$ cat src/tlf_pkg.sv
// shared types, codes and constants of the line-follower controller
`timescale 1ns / 1ps

package tlf_pkg;

  typedef enum logic [3:0] {
    ST_INIT    = 4'd0,
    ST_LINE    = 4'd1,
    ST_LEFT    = 4'd2,
    ST_RIGHT   = 4'd3,
    ST_CORNER  = 4'd4,
    ST_TURN    = 4'd5,
    ST_WIGGLE  = 4'd6,
    ST_REVERSE = 4'd7,
    ST_INCHR   = 4'd8,
    ST_INCHL   = 4'd9
  } state_e;

  typedef enum logic [1:0] {
    REQ_TICK  = 2'd0,
    REQ_FOUND = 2'd1,
    REQ_LOST  = 2'd2,
    REQ_START = 2'd3
  } req_e;

  typedef enum logic [1:0] {
    SEN_FRONT  = 2'd0,
    SEN_LEFT   = 2'd1,
    SEN_RIGHT  = 2'd2,
    SEN_CENTER = 2'd3
  } sensor_e;

  typedef enum logic [2:0] {
    DRV_NONE       = 3'd0,
    DRV_FORWARD    = 3'd1,
    DRV_TURN_RIGHT = 3'd2,
    DRV_TURN_LEFT  = 3'd3,
    DRV_TANK_RIGHT = 3'd4,
    DRV_TANK_LEFT  = 3'd5,
    DRV_REVERSE    = 3'd6
  } drive_e;

  typedef enum logic [2:0] {
    REG_REVERSE    = 3'd0,
    REG_WIGGLE     = 3'd1,
    REG_TURN       = 3'd2,
    REG_INCH_RIGHT = 3'd3,
    REG_INCH_LEFT  = 3'd4
  } reg_e;

  localparam int unsigned TickW = 16;
  localparam int unsigned AddrW = 5;
  localparam int unsigned DataW = 32;

  localparam logic [TickW-1:0] ReverseReset   = 16'd600;
  localparam logic [TickW-1:0] WiggleReset    = 16'd400;
  localparam logic [TickW-1:0] TurnReset      = 16'd4000;
  localparam logic [TickW-1:0] InchRightReset = 16'd3;
  localparam logic [TickW-1:0] InchLeftReset  = 16'd3;

  typedef struct packed {
    logic [TickW-1:0] reverse_ticks;
    logic [TickW-1:0] wiggle_ticks;
    logic [TickW-1:0] turn_ticks;
    logic [TickW-1:0] inch_right_ticks;
    logic [TickW-1:0] inch_left_ticks;
  } cfg_t;

  typedef struct packed {
    state_e state;
    drive_e drive;
    logic   changed;
  } result_t;

  function automatic drive_e drive_of(state_e s);
    drive_e d;
    case (s)
      ST_INIT:    d = DRV_NONE;
      ST_LINE:    d = DRV_FORWARD;
      ST_LEFT:    d = DRV_TURN_RIGHT;
      ST_RIGHT:   d = DRV_TURN_LEFT;
      ST_CORNER:  d = DRV_FORWARD;
      ST_TURN:    d = DRV_TANK_RIGHT;
      ST_WIGGLE:  d = DRV_TANK_LEFT;
      ST_REVERSE: d = DRV_REVERSE;
      ST_INCHR:   d = DRV_TURN_RIGHT;
      ST_INCHL:   d = DRV_TURN_LEFT;
      default:    d = DRV_NONE;
    endcase
    return d;
  endfunction

endpackage

$ cat src/tlf_if.sv
// request and result channel interfaces of the line-follower controller
`timescale 1ns / 1ps

interface tlf_req_if;
  logic       valid;
  logic       ready;
  logic [1:0] req_type;
  logic [1:0] sensor_id;
  logic       front_on;
  logic       left_on;
  logic       right_on;

  modport source (output valid, req_type, sensor_id, front_on, left_on, right_on,
                  input ready);
  modport sink (input valid, req_type, sensor_id, front_on, left_on, right_on,
                output ready);
endinterface

interface tlf_rsp_if;
  logic       valid;
  logic       ready;
  logic [3:0] state_code;
  logic [2:0] drive_cmd;
  logic       changed;

  modport source (output valid, state_code, drive_cmd, changed, input ready);
  modport sink (input valid, state_code, drive_cmd, changed, output ready);
endinterface

$ cat src/tape_line_follower_fsm.sv
// top level of the line-follower controller: register port, state machine, result register
`timescale 1ns / 1ps

// Line-follower controller. Each request (start, one-millisecond tick, tape detected,
// tape lost) yields exactly one result: the state after the request, its motor drive
// command and a flag that tells whether a transition happened. A request is taken
// whenever the output register is empty or the downstream side takes the waiting
// result in the same cycle: the state machine and countdown update on acceptance and
// the result appears in the output register in the cycle after acceptance, so the
// sustained rate is one request per clock while the downstream side takes every
// result. The five tick registers sit on the APB port at byte addresses 0, 4, 8, 12
// and 16; write them only while no request is in flight.
module tape_line_follower_fsm (
  input  logic                        clk_i,
  input  logic                        rst_ni,
  tlf_req_if.sink                     req,
  tlf_rsp_if.source                   rsp,
  input  logic                        psel,
  input  logic                        penable,
  input  logic                        pwrite,
  input  logic [tlf_pkg::AddrW-1:0]   paddr,
  input  logic [tlf_pkg::DataW-1:0]   pwdata,
  output logic [tlf_pkg::DataW-1:0]   prdata,
  output logic                        pready
);

  tlf_pkg::cfg_t     cfg_q;
  tlf_pkg::result_t  result;
  tlf_pkg::result_t  out_q;
  logic              out_valid_q;
  logic              req_fire;
  logic              cfg_write;
  tlf_pkg::reg_e     reg_sel;

  assign pready    = 1'b1;
  assign reg_sel   = tlf_pkg::reg_e'(paddr[tlf_pkg::AddrW-1:2]);
  assign cfg_write = psel && penable && pwrite;

  always_comb begin
    case (reg_sel)
      tlf_pkg::REG_REVERSE:    prdata = {16'd0, cfg_q.reverse_ticks};
      tlf_pkg::REG_WIGGLE:     prdata = {16'd0, cfg_q.wiggle_ticks};
      tlf_pkg::REG_TURN:       prdata = {16'd0, cfg_q.turn_ticks};
      tlf_pkg::REG_INCH_RIGHT: prdata = {16'd0, cfg_q.inch_right_ticks};
      tlf_pkg::REG_INCH_LEFT:  prdata = {16'd0, cfg_q.inch_left_ticks};
      default:                 prdata = '0;
    endcase
  end

  always_ff @(posedge clk_i or negedge rst_ni) begin
    if (!rst_ni) begin
      cfg_q.reverse_ticks    <= tlf_pkg::ReverseReset;
      cfg_q.wiggle_ticks     <= tlf_pkg::WiggleReset;
      cfg_q.turn_ticks       <= tlf_pkg::TurnReset;
      cfg_q.inch_right_ticks <= tlf_pkg::InchRightReset;
      cfg_q.inch_left_ticks  <= tlf_pkg::InchLeftReset;
    end else if (cfg_write) begin
      case (reg_sel)
        tlf_pkg::REG_REVERSE:    cfg_q.reverse_ticks    <= pwdata[15:0];
        tlf_pkg::REG_WIGGLE:     cfg_q.wiggle_ticks     <= pwdata[15:0];
        tlf_pkg::REG_TURN:       cfg_q.turn_ticks       <= pwdata[15:0];
        tlf_pkg::REG_INCH_RIGHT: cfg_q.inch_right_ticks <= pwdata[15:0];
        tlf_pkg::REG_INCH_LEFT:  cfg_q.inch_left_ticks  <= pwdata[15:0];
        default: ;
      endcase
    end
  end

  // the output register frees up in the same cycle it is taken
  assign req.ready = !out_valid_q || rsp.ready;
  assign req_fire  = req.valid && req.ready;

  tlf_ctrl u_ctrl (
    .clk_i       (clk_i),
    .rst_ni      (rst_ni),
    .step_i      (req_fire),
    .req_type_i  (req.req_type),
    .sensor_id_i (req.sensor_id),
    .front_on_i  (req.front_on),
    .left_on_i   (req.left_on),
    .right_on_i  (req.right_on),
    .cfg_i       (cfg_q),
    .result_o    (result)
  );

  always_ff @(posedge clk_i or negedge rst_ni) begin
    if (!rst_ni) begin
      out_valid_q <= 1'b0;
    end else if (req.ready) begin
      out_valid_q <= req.valid;
    end
  end

  always_ff @(posedge clk_i) begin
    if (req_fire) begin
      out_q <= result;
    end
  end

  assign rsp.valid      = out_valid_q;
  assign rsp.state_code = out_q.state;
  assign rsp.drive_cmd  = out_q.drive;
  assign rsp.changed    = out_q.changed;

endmodule

$ cat src/tlf_ctrl.sv
// state machine and countdown of the line-follower controller
`timescale 1ns / 1ps

module tlf_ctrl (
  input  logic              clk_i,
  input  logic              rst_ni,
  input  logic              step_i,
  input  logic [1:0]        req_type_i,
  input  logic [1:0]        sensor_id_i,
  input  logic              front_on_i,
  input  logic              left_on_i,
  input  logic              right_on_i,
  input  tlf_pkg::cfg_t     cfg_i,
  output tlf_pkg::result_t  result_o
);

  tlf_pkg::state_e              state_q, state_d;
  logic [tlf_pkg::TickW-1:0]    cnt_q, cnt_d;
  logic                         run_q, run_d;

  tlf_pkg::req_e                req;
  tlf_pkg::sensor_e             sen;
  logic                         tick_run;
  logic                         timeout;
  logic                         changed;
  logic                         found_front;

  assign req         = tlf_pkg::req_e'(req_type_i);
  assign sen         = tlf_pkg::sensor_e'(sensor_id_i);
  assign tick_run    = (req == tlf_pkg::REQ_TICK) && run_q;
  assign timeout     = tick_run && (cnt_q <= 16'd1);
  assign found_front = (req == tlf_pkg::REQ_FOUND) && (sen == tlf_pkg::SEN_FRONT);

  // next state
  always_comb begin
    state_d = state_q;
    changed = 1'b0;
    case (state_q)
      tlf_pkg::ST_INIT: begin
        if (req == tlf_pkg::REQ_START) begin
          state_d = tlf_pkg::ST_LINE;
          changed = 1'b1;
        end
      end
      tlf_pkg::ST_LINE: begin
        if (req == tlf_pkg::REQ_FOUND && sen == tlf_pkg::SEN_RIGHT) begin
          state_d = front_on_i ? tlf_pkg::ST_CORNER : tlf_pkg::ST_LEFT;
          changed = 1'b1;
        end else if (req == tlf_pkg::REQ_FOUND && sen == tlf_pkg::SEN_LEFT
                     && !front_on_i) begin
          state_d = tlf_pkg::ST_RIGHT;
          changed = 1'b1;
        end else if (req == tlf_pkg::REQ_LOST && sen == tlf_pkg::SEN_CENTER
                     && !front_on_i && !left_on_i && !right_on_i) begin
          state_d = tlf_pkg::ST_REVERSE;
          changed = 1'b1;
        end
      end
      tlf_pkg::ST_LEFT: begin
        if (found_front) begin
          state_d = tlf_pkg::ST_INCHR;
          changed = 1'b1;
        end
      end
      tlf_pkg::ST_RIGHT: begin
        if (found_front) begin
          state_d = tlf_pkg::ST_INCHL;
          changed = 1'b1;
        end
      end
      tlf_pkg::ST_CORNER: begin
        if (req == tlf_pkg::REQ_LOST && sen == tlf_pkg::SEN_RIGHT) begin
          state_d = tlf_pkg::ST_TURN;
          changed = 1'b1;
        end
      end
      tlf_pkg::ST_TURN: begin
        if (found_front || timeout) begin
          state_d = tlf_pkg::ST_INCHR;
          changed = 1'b1;
        end
      end
      tlf_pkg::ST_INCHR, tlf_pkg::ST_INCHL: begin
        if (timeout) begin
          state_d = tlf_pkg::ST_LINE;
          changed = 1'b1;
        end
      end
      tlf_pkg::ST_REVERSE: begin
        if (timeout) begin
          state_d = tlf_pkg::ST_WIGGLE;
          changed = 1'b1;
        end
      end
      tlf_pkg::ST_WIGGLE: begin
        if (found_front) begin
          state_d = tlf_pkg::ST_LINE;
          changed = 1'b1;
        end else if (timeout) begin
          state_d = tlf_pkg::ST_TURN;
          changed = 1'b1;
        end
      end
      default: begin
        state_d = state_q;
        changed = 1'b0;
      end
    endcase
  end

  // countdown: a tick runs it down, entering a state reloads or stops it
  always_comb begin
    cnt_d = cnt_q;
    run_d = run_q;
    if (tick_run) begin
      if (timeout) begin
        cnt_d = '0;
        run_d = 1'b0;
      end else begin
        cnt_d = cnt_q - 16'd1;
      end
    end
    if (changed) begin
      run_d = 1'b1;
      case (state_d)
        tlf_pkg::ST_REVERSE: cnt_d = cfg_i.reverse_ticks;
        tlf_pkg::ST_WIGGLE:  cnt_d = cfg_i.wiggle_ticks;
        tlf_pkg::ST_TURN:    cnt_d = cfg_i.turn_ticks;
        tlf_pkg::ST_INCHR:   cnt_d = cfg_i.inch_right_ticks;
        tlf_pkg::ST_INCHL:   cnt_d = cfg_i.inch_left_ticks;
        default: begin
          cnt_d = '0;
          run_d = 1'b0;
        end
      endcase
    end
  end

  // outputs
  always_comb begin
    result_o.state   = state_d;
    result_o.drive   = tlf_pkg::drive_of(state_d);
    result_o.changed = changed;
  end

  always_ff @(posedge clk_i or negedge rst_ni) begin
    if (!rst_ni) begin
      state_q <= tlf_pkg::ST_INIT;
      cnt_q   <= '0;
      run_q   <= 1'b0;
    end else if (step_i) begin
      state_q <= state_d;
      cnt_q   <= cnt_d;
      run_q   <= run_d;
    end
  end

endmodule
$ cat src/flat_wrapper.sv
// flat-port wrapper written by rule: the top's interface ports become plain ports
module tape_line_follower_fsm_flat 
  (clk_i, rst_ni, psel, penable, pwrite, paddr, pwdata, prdata, pready, req_valid, req_req_type, req_sensor_id, req_front_on, req_left_on, req_right_on, req_ready, rsp_valid, rsp_state_code, rsp_drive_cmd, rsp_changed, rsp_ready);
  tlf_req_if req_i ();
  tlf_rsp_if rsp_i ();
  input  logic clk_i;
  input  logic rst_ni;
  input  logic psel;
  input  logic penable;
  input  logic pwrite;
  input  logic [tlf_pkg::AddrW-1:0] paddr;
  input  logic [tlf_pkg::DataW-1:0] pwdata;
  output logic [tlf_pkg::DataW-1:0] prdata;
  output logic pready;
  input wire logic [$bits(req_i.valid)-1:0] req_valid;
  input wire logic [$bits(req_i.req_type)-1:0] req_req_type;
  input wire logic [$bits(req_i.sensor_id)-1:0] req_sensor_id;
  input wire logic [$bits(req_i.front_on)-1:0] req_front_on;
  input wire logic [$bits(req_i.left_on)-1:0] req_left_on;
  input wire logic [$bits(req_i.right_on)-1:0] req_right_on;
  output wire logic [$bits(req_i.ready)-1:0] req_ready;
  output wire logic [$bits(rsp_i.valid)-1:0] rsp_valid;
  output wire logic [$bits(rsp_i.state_code)-1:0] rsp_state_code;
  output wire logic [$bits(rsp_i.drive_cmd)-1:0] rsp_drive_cmd;
  output wire logic [$bits(rsp_i.changed)-1:0] rsp_changed;
  input wire logic [$bits(rsp_i.ready)-1:0] rsp_ready;
  assign req_i.valid = req_valid;
  assign req_i.req_type = req_req_type;
  assign req_i.sensor_id = req_sensor_id;
  assign req_i.front_on = req_front_on;
  assign req_i.left_on = req_left_on;
  assign req_i.right_on = req_right_on;
  assign req_ready = req_i.ready;
  assign rsp_valid = rsp_i.valid;
  assign rsp_state_code = rsp_i.state_code;
  assign rsp_drive_cmd = rsp_i.drive_cmd;
  assign rsp_changed = rsp_i.changed;
  assign rsp_i.ready = rsp_ready;
  tape_line_follower_fsm u_core (.clk_i(clk_i), .rst_ni(rst_ni), .req(req_i), .rsp(rsp_i), .psel(psel), .penable(penable), .pwrite(pwrite), .paddr(paddr), .pwdata(pwdata), .prdata(prdata), .pready(pready));
endmodule
$ cat config.mk
export PLATFORM = sky130hd
export DESIGN_NAME = tape_line_follower_fsm_flat
export DESIGN_NICKNAME = d
export VERILOG_FILES = /design/src/tlf_pkg.sv /design/src/tlf_if.sv /design/src/tape_line_follower_fsm.sv /design/src/tlf_ctrl.sv /design/src/flat_wrapper.sv
export SDC_FILE = /design/constraint.sdc
export NUM_CORES = 1
export LEC_CHECK = 0
export BUFFER_PORTS_ARGS = -buffer_cell sky130_fd_sc_hd__buf_2
export CAP_MARGIN = 20
export CORE_UTILIZATION = 55
export CTS_CLUSTER_DIAMETER = 30
export DETAILED_ROUTE_END_ITERATION = 8
export GPL_ROUTABILITY_DRIVEN = 0
export PLACE_DENSITY_LB_ADDON = 0.1
export SLEW_MARGIN = 20
export SYNTH_ARGS = -nofsm -noshare
export SYNTH_HDL_FRONTEND = slang
export SYNTH_SLANG_ARGS = --single-unit
$ cat constraint.sdc
create_clock -name clk_i -period 3.35 [get_ports clk_i]
set_input_delay 0.1675 -clock clk_i [delete_from_list [all_inputs] [get_ports clk_i]]
set_output_delay 0.1675 -clock clk_i [all_outputs]
set_load 0.05 [all_outputs]
After elaboration in Yosys (flattened, before gate mapping)
Memories as Yosys holds them, arrays and structs flattened. A register that Yosys moved wholly into a read port is not among the register bits.
Cells that the tools add are included.
- add/sub/neg operators: 1
- order comparisons: 1
- eq/ne operators: 24
- muxes and demuxes: 33
- reductions and logical operators: 37
- operators with widths (cell ; count):
    $pmux 16 s5 ; 2
    $mux 16 ; 3
    $mux 4 ; 12
    $pmux 4 s9 ; 1
    $eq 4x3->1 const B ; 7
    $eq 4x4->1 const B ; 4
    $le 16x1->1 const B ; 1
    $sub 16x1->16 const B ; 1
    $logic_and 1x1->1 ; 14
    $mux 1 ; 13
    $reduce_and 2->1 ; 6
    $eq 2x2->1 const B ; 4
    $eq 4x2->1 const B ; 2
    $pmux 1 s7 ; 1
    $eq 3x2->1 const B ; 2
    $reduce_or 5->1 ; 1
    $eq 2x1->1 const B ; 2
    $eq 4x1->1 const B ; 1
    $logic_not 1->1 ; 4
    $logic_not 2->1 ; 2
    $logic_not 4->1 ; 1
    $reduce_bool 2->1 ; 2
    $reduce_or 2->1 ; 2
    $eq 3x1->1 const B ; 1
    6 further kinds ; 7
- flip-flop bits (word level): 107
- memory bits (read-only): 48
- bits of input ports: 51
- memories kept: 1
- memories (name ; words ; bits a word ; rd ports ; clocked after Yosys merged registers in ; write ports ; line ; source):
    (name not given) ; 16 ; 3 ; 1 ; 1 ; 0 ; tlf_pkg.sv:77 ; case (s)

Logic depth before layout (Yosys ltp)
Gate-level depths: netlist of run 1.
- word-level depth: 13
- gate-level depth with buffers: 11

Hierarchy
A second synthesis of run 1 with hierarchy kept.
- cells, all modules: 589
- area, all modules: 6651.4 µm²
- modules (own cells, without submodules) (module ; instances ; cells each ; area each (µm²)):
    tape_line_follower_fsm ; 1 ; 287 ; 4147.7
    tlf_ctrl ; 1 ; 302 ; 2503.7

Least setup slack after synthesis of run 1
OpenSTA, ideal clock, no wires.
- path type: register -> register
- start point: reg u_core.u_ctrl.cnt_q[6] (netlist bit)
- end point: reg u_core.u_ctrl.cnt_q[9] (netlist bit)
- library setup time: 0.135 ns
- data arrival time: 2.557 ns
- required time: 3.215 ns
- setup slack: 0.658 ns
- cell stages (with the launch flop): 11
- buffers on the path: 2
- path through: dfrtp_1 > or4_1 > buf_2 > and4bb_2 > and3_1 > o2111a_2 > inv_4 > buf_6 > mux2_4 > a22oi_1 > o221ai_2
- RTL lines (what ; line ; source):
    start: declaration ; tlf_ctrl.sv:18 ; logic [tlf_pkg::TickW-1:0] cnt_q, cnt_d;
    start signal: assignment ; tlf_ctrl.sv:153 ; cnt_q <= cnt_d;

Final worst setup path of run 1
- start point: reg u_core.u_ctrl.cnt_q[6] (netlist bit)
- end point: reg u_core.u_ctrl.cnt_q[12] (netlist bit)
- cells in the longest elaborated chain, start to end: 8
- elaborated cells between the ends (all ways): 25
- classes of those cells: 1 x add/sub; 1 x order compare; 5 x eq/ne; 14 x mux; 4 x reduce/logical
- ends and longest elaborated chain (what ; line ; source):
    $le 16x1->1 ; tlf_ctrl.sv:31 ; assign timeout = tick_run && (cnt_q <= 16'd1);
    $logic_and 1x1->1 ; tlf_ctrl.sv:31 ;
    $mux 4 / $logic_or 1x1->1 (equally long branches) ; tlf_ctrl.sv:99, tlf_ctrl.sv:78 ;
    $mux 4, on equally long branches ; tlf_ctrl.sv:96, tlf_ctrl.sv:78 ;
    $pmux 4 s9 ; tlf_ctrl.sv:38 ; case (state_q)
    $eq 4x4->1 / $eq 4x3->1 (equally long branches) ; tlf_ctrl.sv:125 ; case (state_d)
    $pmux 16 s5 ; tlf_ctrl.sv:125 ;
    $mux 16 ; tlf_ctrl.sv:123 ; if (changed) begin
Parallel ways exist; a longest one is shown, timed or not. The select of a mux whose other input is x is not followed.
A chain may end at the register's enable or synchronous reset.

==> results.toml, run 1 <==
[run_status]
status = "complete, no violations"

[worst_setup_path]
crit_family = "simple AND/OR/NAND/NOR gates"
crit_fanout = 16
cp-end-kind = "register"
arrival_ps = 3220
cp.required_ps = 3560
crit_chain = "or4_1, and4bb_2, and3_1, o2111a_2, o21ai_0, o211ai_4, buf_4, o221ai_1"
path_buf_inv = 1
cpPeakStageDelay_ps = 640
start_kind = "register"
crit_type = "register to register"
crit_path_top_delay_cell = "or4_1"

[flow_run]
maxCapViolations = 0

[sta]
rsz0062_at_grt = "no"
fin_crit_sh = 0.898
final-hold-violation-count = 0
holdWs_ps = 11.1
report.final.slew_viol_count = 0
fmax_mhz = 332
slew_headroom = 0.492
tightest_slew_ps = 762
setup_tns_ps = 0
skew_ps = 7.82
fin_crit_ps = 3010
setup_viol = 0

[clock_network]
htreeDepth = 3
numCtsBuffers = 9
cts_root_buffer = "clkbuf_16"
cts_buffer_depth = 2
clock_sinks = 110
cts_setup_buffers = 0
cts_tree = "yes"
clk_latency_ps = 360
clk_pin_slew_ps = 70

[placed_design]
port_buffers = 58
dpl_cell_area_sq_um = 6800
detailed_place_hpwl_mm = 10.3

[pwr]
power_leakage_nw = 3.06
vdd_drop_max_mv = 0.586
cellPowerDensity_nw_per_um2 = 753

[layout]
multiInputGateArea_sq_um = 3350
antenna_cells = 0
final_nets = 671
regArea_sq_um = 2810
drive_gt1_frac = 0.401
fill_cells = 941
area_growth_pct = 10.4
stdcell_area_sq_um = 7120

[drt]
drt.antenna.violating_nets = 0
drc = 0
num_vias = 4882
viasPerCell = 6.37
drt_iter0_markers = 353
routed_wl_mm = 15.6
drt-pass1-iter-count = 7
routedWlPerCell_um = 20.4

[grt]
antenna_found_initial = 0
grt_start_max_net_pins = 59
track_usage = 0.271
met2_usage = 0.451
use_met3 = 0.0558
grt_pass1_vias = 4729
grt_util_met1 = 0.346
grt_first_pass_wirelength_mm = 24.4
gr-total-overflow = 0
grt-busiest-layer = "met2"

[synth]
avgSynthCellArea_sq_um = 11.3
yosysSeqAreaShare = 0.436
synth_cells = 570
synth_ff_type = "dfrtp_1"
ys_ff_latch = 110
netlist_area_sq_um = 6450
synthArstFlopShare = 0.927
synth.distinct_cells = 70
synth_edf_count = 8
ys_warn_count = 0

[die]
io_pins = 94
die_x_um = 110
die-area_sq_um = 12200
initial_utilization = 0.565
rows = 39
die_h_um = 110
coreArea_sq_um = 11400

[worst_hold_path]
hold_path.class = "input port to register"
## area by class of cell
class,count,area share
clock inverters,5,0.00931
flip-flops and latches,110,0.395
repair buffers,75,0.0594
clock buffers,11,0.0341
inverters,11,0.00615
multi-input cells,411,0.471
well taps,143,0.0251
## cells in the final DEF (no fill, tap or decap), drive strengths merged, types with 2 or more instances in the layout
| master | count |
|---|---|
| and4 | 2 |
| inv | 11 |
| dfstp | 17 |
| nand2b | 10 |
| a22oi | 48 |
| o22ai | 15 |
| nand2 | 19 |
| or3b | 2 |
| nor2b | 4 |
| mux2i | 16 |
| o211ai | 3 |
| and3 | 3 |
| conb | 17 |
| or4 | 3 |
| dfrtp | 85 |
| nor2 | 22 |
| or2 | 3 |
| a31oi | 5 |
| nor4 | 7 |
| ha | 2 |
| nor3b | 5 |
| nand4 | 2 |
| o21ai | 31 |
| nand3 | 5 |
| clkbuf | 11 |
| nor3 | 16 |
| o221ai | 16 |
| o21bai | 3 |
| edfxtp | 8 |
| mux2 | 111 |
| clkinv | 3 |
| a21oi | 16 |
| buf | 74 |
| a21boi | 2 |
| or4b | 2 |
| or3 | 3 |
## what timing repair did
action | in CTS | in global routing
resized for setup | 0 | 0
hold buffers | 1 | 0
endpoints found under the hold margin | 49 | 0
endpoints found under the setup margin | 0 | 0
## Yosys cell counts (6+ instances only)
cell type | number | area (sq um)
nand2b_1 | 10 | 62.6
inv_1 | 9 | 33.8
dfstp_2 | 17 | 447
mux2i_1 | 16 | 160
nor3_1 | 16 | 80.1
o22ai_1 | 15 | 93.8
a21oi_1 | 14 | 70.1
a22oi_1 | 47 | 353
clkbuf_1 | 24 | 90.1
buf_4 | 17 | 128
edfxtp_1 | 8 | 240
dfrtp_1 | 85 | 2130
nor2_1 | 22 | 82.6
mux2_4 | 6 | 90.1
mux2_2 | 104 | 1170
nand2_1 | 18 | 67.6
o21ai_0 | 31 | 155
o221ai_1 | 6 | 52.6
o221ai_2 | 10 | 150
nor4_1 | 7 | 43.8
## per-layer routing
layer | wire length [um] | share of wire | up-vias
li1 | - | - | 2242
met1 | 6560 | 0.42 | 2430
met2 | 7710 | 0.49 | 177
met3 | 874 | 0.056 | 33
met4 | 468 | 0.030 | 0
met5 | 0 | 0 | -
## worst register-to-register path: stages, from the launching register on
cell and delay, ps:
dfrtp_1 410, or4_1 640, and4bb_2 390, and3_1 230
o2111a_2 320, o21ai_0 220, o211ai_4 200, buf_4 290
o221ai_1 170
## sequential cells by signal (all words and copies together) (netlist names)
| register | flops |
|---|---|
| u_core.rsp.drive_cmd | 3 |
| u_core.rsp.valid | 1 |
| u_core.u_ctrl.cnt_q | 16 |
| u_core.rsp.changed | 1 |
| u_core.rsp.state_code | 4 |
| u_core.u_ctrl.state_q | 4 |
| u_core.u_ctrl.run_q | 1 |
| u_core.cfg_q | 80 |
## metrics by stage
step | setup slack, ps | util | total power, mW | std cells
after floorplan | 658 | - | 3.76 | 585
after global placement | 412 | 0.596 | 4.19 | 749
after global routing | 215 | 0.624 | 5.69 | 766
final | 341 | 0.624 | 5.36 | 766
after detailed placement | 408 | 0.596 | 4.25 | 749
after CTS | 380 | 0.624 | 5.38 | 766
## kinds of logic after synthesis
group                      Yosys count  share of synthesized area
other                                2                    0.00116
muxes                              128                      0.226
and+or+nand+nor                    112                     0.0993
adders and majority gates            2                    0.00388
buffers and inverters               64                     0.0541
AOI/OAI and AO/OA                  152                      0.180
DFF                                110                      0.436
## worst paths after layout
check,to,cells after the start,from,slack [ps]
min in group asynchronous,u_core.u_ctrl.state_q[2],2,rst_ni,420
hold reg to reg,u_core.u_ctrl.run_q,1,u_core.u_ctrl.run_q,520
max in group asynchronous,u_core.cfg_q[37],3,rst_ni,2070
setup / recovery,u_core.u_ctrl.cnt_q[12],8,u_core.u_ctrl.cnt_q[6],340
hold / removal,u_core.rsp.valid,2,req_valid,10
setup reg to reg,u_core.u_ctrl.cnt_q[12],8,u_core.u_ctrl.cnt_q[6],340
## power by group
group / internal (mW) / switching (mW)
Combinational: 0.930 / 1.31
Clock: 0.609 / 0.502
Sequential: 1.71 / 0.304
No activity file was read; power rests on OpenSTA's default activity.
==> run 2, diff against run 1 <==
--- a/config.mk
+++ b/config.mk
@@ -5,6 +5,7 @@
 export SDC_FILE = /design/constraint.sdc
 export NUM_CORES = 1
 export LEC_CHECK = 0
+export ABC_AREA = 1
 export BUFFER_PORTS_ARGS = -buffer_cell sky130_fd_sc_hd__buf_2
 export CAP_MARGIN = 20
 export CORE_UTILIZATION = 55
==> results.toml, run 2 <==
[run_status]
status = "complete, no violations"

[layout]
fill_cells = 1020
final_nets = 948
final_cell_mix = "nand2_1 (273), o21ai_0 (89), dfrtp_1 (85)"
area_growth_pct = 10.3
largestRegisters = "u_core.cfg_q (80), u_core.u_ctrl.cnt_q (16)"
largest_reg_flops = 80
stdcell_area_sq_um = 6950
antenna_cells = 0
regMostFlops = "u_core.cfg_q"
final_cells = 1040
drive_gt1_frac = 0.149
utilization = 0.633
final_common_cell = "nand2_1"

[sta]
skew_ps = 8.70
fin_crit_ps = 2910
report.final.slew_viol_count = 0
final-hold-violation-count = 0
fmax_mhz = 344
setup_tns_ps = 0
holdWs_ps = 85.0
setup_viol = 0
fin_ws_ps = 442
rsz0062_at_grt = "no"
fin_crit_sh = 0.868
slew_headroom = 0.280
tightest_slew_ps = 1080

[die]
coreArea_sq_um = 11000
io_pins = 94
die-area_sq_um = 11900
die_h_um = 109
rows = 38
die_x_um = 109
initial_utilization = 0.574

[worst_hold_path]
worstHoldEndpoint = "u_core.rsp.valid"
hp-start = "rsp_ready"
hold_path.class = "input port to register"
hold_depth = 4

[pwr]
vdd_drop_max_mv = 0.534
cellPowerDensity_nw_per_um2 = 703
power_leakage_nw = 3.34
p_total_mw = 4.89

[clock_network]
clk_pin_slew_ps = 70
numCtsBuffers = 9
cts_resized = 0
clock_sinks = 110
cts_root_buffer = "clkbuf_16"
cts_tree = "yes"
clk_latency_ps = 360
htreeDepth = 3
cts_setup_buffers = 0
cts_buffer_depth = 2

[drt]
drc = 0
routedWlPerCell_um = 16.1
drt.antenna.violating_nets = 0
viasPerCell = 5.77
num_vias = 6005
m1WireLength_mm = 7.02
wl_met3_mm = 1.39
drt-pass1-iter-count = 6
highest_layer = "met4"
drt_iter0_markers = 510
routed_wl_mm = 16.8
wl_met2_mm = 7.97

[synth]
yosysTopAreaCell = "dfrtp_1"
ys_ff_latch = 110
synth.distinct_cells = 39
synth_top_cell_area_share = 0.337
yosysSeqAreaShare = 0.446
synth_ff_type = "dfrtp_1"
netlist_area_sq_um = 6300
yosysMostFrequentCell = "nand2_1"
synth_common_cells = "nand2_1 (275), o21ai_0 (89), dfrtp_1 (85)"
synth_edf_count = 8
avgSynthCellArea_sq_um = 7.40
synthArstFlopShare = 0.927
ys_warn_count = 0
ys_top_cells_by_area = "dfrtp_1 (34%), nand2_1 (16%), dfstp_2 (7.1%), o21ai_0 (7.1%), nand4_1 (5.4%)"
synth_cells = 852

[worst_setup_path]
r2r_slack_ps = 440
crit_cells = 16
cp.required_ps = 3630
start_kind = "register"
rr_endpoint = "u_core.u_ctrl.cnt_q[0]"
crit_chain = "inv_1, ha_1, nor2_1, nor2_2, nand3_2, nand2_1, nand2_1, nand2_1, nor2_2, nand2_4, nand3_4, nor2_4, nand2_1, nand4_1, nand2_1, a21oi_1"
cp-end-kind = "register"
crit_path_top_delay_cell = "nor2_4"
crit_top_cell = "nand2_1"
cpPeakStageDelay_ps = 440
arrival_ps = 3190
worstRegToRegCells = 16
crit_type = "register to register"
crit_family = "simple AND/OR/NAND/NOR gates"
path_buf_inv = 1
crit_fanout = 18
regToRegStartpoint = "u_core.u_ctrl.cnt_q[0]"

[grt]
antenna_found_initial = 0
gr-total-overflow = 0
grt_pass1_vias = 5544
grt_start_max_net_pins = 55
grt_first_pass_wirelength_mm = 26.8
track_usage = 0.298

[placed_design]
dpl_cell_area_sq_um = 6640
pre_cts_ws_ps = 489
port_buffers = 58
dp_cells = 1023
detailed_place_hpwl_mm = 11.1

[flow_run]
maxCapViolations = 0
-- run 2: changes by cell type in the layout (fill, tap and decap cells not counted), sizes merged, moves of 10 or more --
cell / before / now
a221oi: 0 / 16
a22oi: 48 / 0
inv: 11 / 65
mux2: 111 / 0
mux2i: 16 / 0
nand2: 19 / 279
nand2b: 10 / 0
nand3: 5 / 35
nand4: 2 / 55
nor2: 22 / 91
o21ai: 31 / 89
o221ai: 16 / 0
o22ai: 15 / 0
-- run 2: cell type report --
class | count | area, sq um | area share
Sequential cell | 110 | 2810 | 0.405
Tap cell | 140 | 175 | 0.0252
Clock buffer | 9 | 225 | 0.0324
Multi-Input combinational cell | 635 | 3010 | 0.433
Timing Repair Buffer | 73 | 408 | 0.0587
Inverter | 66 | 248 | 0.0356
Clock inverter | 7 | 75.1 | 0.0108
-- run 2: worst reg2reg max path, cell delays in order, from the launching register on --
cell	delay (ps)
dfrtp_1	410
inv_1	90
ha_1	230
nor2_1	70
nor2_2	150
nand3_2	170
nand2_1	130
nand2_1	100
nand2_1	90
nor2_2	50
nand2_4	270
nand3_4	160
nor2_4	440
nand2_1	120
nand4_1	170
nand2_1	70
a21oi_1	130
-- run 2: kinds of logic (layout without fill, tap and decap cells) --
group,Yosys count,after routing,synth area share
compound gates,133,133,0.119
simple gates,474,474,0.328
other cells,2,17,0.00119
fa+ha+maj,2,2,0.00397
buf+inv,122,155,0.0893
flops,110,110,0.446
xor+xnor,9,9,0.0125
-- run 2: repair_timing --
action | in CTS | in global routing
hold buffers | 1 | 0
endpoints found under the hold margin | 47 | 0
setup endpoints to repair | 0 | 0
-- run 2: worst max-delay path by stage --
stage / startpoint / endpoint / slack (ps)
CTS: u_core.u_ctrl.cnt_q[0] / u_core.u_ctrl.cnt_q[0] / 490
floorplan: u_core.rsp.valid / u_core.u_ctrl.cnt_q[8] / 1130
global placement: u_core.u_ctrl.cnt_q[0] / u_core.u_ctrl.cnt_q[12] / 590
global route: u_core.u_ctrl.cnt_q[0] / u_core.u_ctrl.cnt_q[0] / 230
detailed placement: u_core.u_ctrl.cnt_q[0] / u_core.u_ctrl.cnt_q[12] / 490
finish: u_core.u_ctrl.cnt_q[0] / u_core.u_ctrl.cnt_q[0] / 440
-- run 2: layer usage --
layer / vias up / track usage
met5: - / 0
met3: 35 / 0.0526
met4: 0 / 0.140
met2: 295 / 0.479
li1: 2873 / -
met1: 2802 / 0.391
-- run 2: where the power goes --
group,leakage (nW),internal (mW),switching (mW)
Combinational,1.86,0.488,1.28
Clock,0.149,0.583,0.506
Sequential,1.33,1.72,0.320
Total,3.34,2.79,2.10
==> run 3, diff against run 2 <==
--- a/config.mk
+++ b/config.mk
@@ -8,7 +8,7 @@
 export ABC_AREA = 1
 export BUFFER_PORTS_ARGS = -buffer_cell sky130_fd_sc_hd__buf_2
 export CAP_MARGIN = 20
-export CORE_UTILIZATION = 55
+export CORE_UTILIZATION = 52
 export CTS_CLUSTER_DIAMETER = 30
 export DETAILED_ROUTE_END_ITERATION = 8
 export GPL_ROUTABILITY_DRIVEN = 0
==> constraint.sdc (replaced) <==
create_clock -name clk_i -period 2.5 [get_ports clk_i]
set_input_delay 0.125 -clock clk_i [delete_from_list [all_inputs] [get_ports clk_i]]
set_output_delay 0.125 -clock clk_i [all_outputs]
set_load 0.05 [all_outputs]
==> results.toml, run 3 (synthesized netlist as in run 2, its figures left out) <==
[clock_network]
htreeDepth = 3
clk_pin_slew_ps = 70
cts_root_buffer = "clkbuf_16"
numCtsBuffers = 9
clk_latency_ps = 360
clock_sinks = 110
cts_buffer_depth = 2
cts_tree = "yes"

[pwr]
cellPowerDensity_nw_per_um2 = 942
p_total_mw = 6.77
power_leakage_nw = 3.45
vdd_drop_max_mv = 0.413

[grt]
track_usage = 0.287
grt_start_max_net_pins = 52
grt_pass1_vias = 5591
gr-total-overflow = 0
grt_first_pass_wirelength_mm = 28.1
antenna_found_initial = 0

[layout]
largest_reg_flops = 80
antenna_cells = 0
area_growth_pct = 14.0
final_common_cell = "nand2_1"
regMostFlops = "u_core.cfg_q"
final_nets = 968
stdcell_area_sq_um = 7190
final_cell_mix = "nand2_1 (273), o21ai_0 (89), dfrtp_1 (85)"
final_cells = 1063
drive_gt1_frac = 0.172
largestRegisters = "u_core.cfg_q (80), u_core.u_ctrl.cnt_q (16)"

[drt]
routed_wl_mm = 17.2
drc = 6
num_vias = 6075
drt.antenna.violating_nets = 0
viasPerCell = 5.71
routedWlPerCell_um = 16.1
drt-pass1-iter-count = 7
drt_iter0_markers = 521

[worst_hold_path]
hold_path.class = "input port to register"
hold_depth = 4
hp-start = "rsp_ready"

[worst_setup_path]
crit_fanout = 16
crit_cells = 17
worstRegToRegCells = 17
cp.required_ps = 2780
crit_top_cell = "nand2_1"
crit_type = "register to register"
path_buf_inv = 2
crit_chain = "inv_1, ha_1, nor2_1, nor2_2, nand3_4, nand2_1, nand2_2, nand2_1, nor2_2, nand2_4, nand3_4, nor2_4, buf_12, nand2_1, nand4_1, nand2_1, a21oi_1"
crit_family = "simple AND/OR/NAND/NOR gates"
arrival_ps = 2620
regToRegStartpoint = "u_core.u_ctrl.cnt_q[0]"
start_kind = "register"
startpoint = "u_core.u_ctrl.cnt_q[0]"
cpPeakStageDelay_ps = 410
crit_path_top_delay_cell = "dfrtp_1"
cp-end-kind = "register"

[sta]
fin_crit_ps = 2350
fmax_mhz = 426
fin_ws_ps = 154
report.final.slew_viol_count = 0
rsz0062_at_grt = "yes"
fin_crit_sh = 0.938
holdWs_ps = 48.5
final-hold-violation-count = 0
setup_viol = 0
skew_ps = 8.64

[placed_design]
pre_cts_ws_ps = 132
detailed_place_hpwl_mm = 11.4
dp_cells = 1044
dpl_cell_area_sq_um = 6840
port_buffers = 58

[die]
coreArea_sq_um = 11600
initial_utilization = 0.543
rows = 39
die_x_um = 112
die-area_sq_um = 12600
die_h_um = 112
io_pins = 94

[run_status]
violations = "DRC"
status = "complete, but fails checks"

[flow_run]
maxCapViolations = 0
## run 3: worst min-delay path, stage by stage
cell     delay [ps]
buf_2            70
inv_1            30
nand2_1          80
nand2_1          60
## run 3: repair_timing
action / in CTS / in global routing
setup endpoints to repair: 0 / 16
buffers inserted: 0 / 1
hold buffers: 1 / 0
endpoints found under the hold margin: 58 / 0
gates resized for setup: 0 / 9
## run 3: final timing paths
check / endpoint / slack [ps]
setup / recovery: u_core.u_ctrl.cnt_q[13] / 150
hold / removal: u_core.rsp.valid / 50
setup reg to reg: u_core.u_ctrl.cnt_q[13] / 150
hold reg to reg: u_core.cfg_q[68] / 500
max in group asynchronous: u_core.cfg_q[70] / 1570
min in group asynchronous: u_core.u_ctrl.state_q[1] / 180
## run 3: final cells by class
type / count / area (sq um)
Clock buffer: 9 / 225
Timing Repair Buffer: 93 / 642
Inverter: 66 / 248
Fill cell: 1071 / 4430
Sequential cell: 110 / 2810
Tap cell: 143 / 179
Multi-Input combinational cell: 635 / 3030
Clock inverter: 7 / 48.8
## run 3: per-layer routing
metal,global-route usage,routed length [um]
met4,0.134,469
met2,0.464,8100
met3,0.0394,1240
met5,0,0
met1,0.384,7350
## run 3: through the flow
stage                      util  TNS, ps
final                     0.619        0
after global routing      0.619    -51.5
after CTS                 0.613        0
after detailed placement  0.589        0
after global placement    0.589        0
after floorplan               -        0
## run 3: power by group
| part | total, mW | internal, mW | switching (mW) |
|---|---|---|---|
| registers | 2.72 | 2.30 | 0.416 |
| clock network | 1.35 | 0.679 | 0.673 |
| logic | 2.70 | 0.888 | 1.81 |
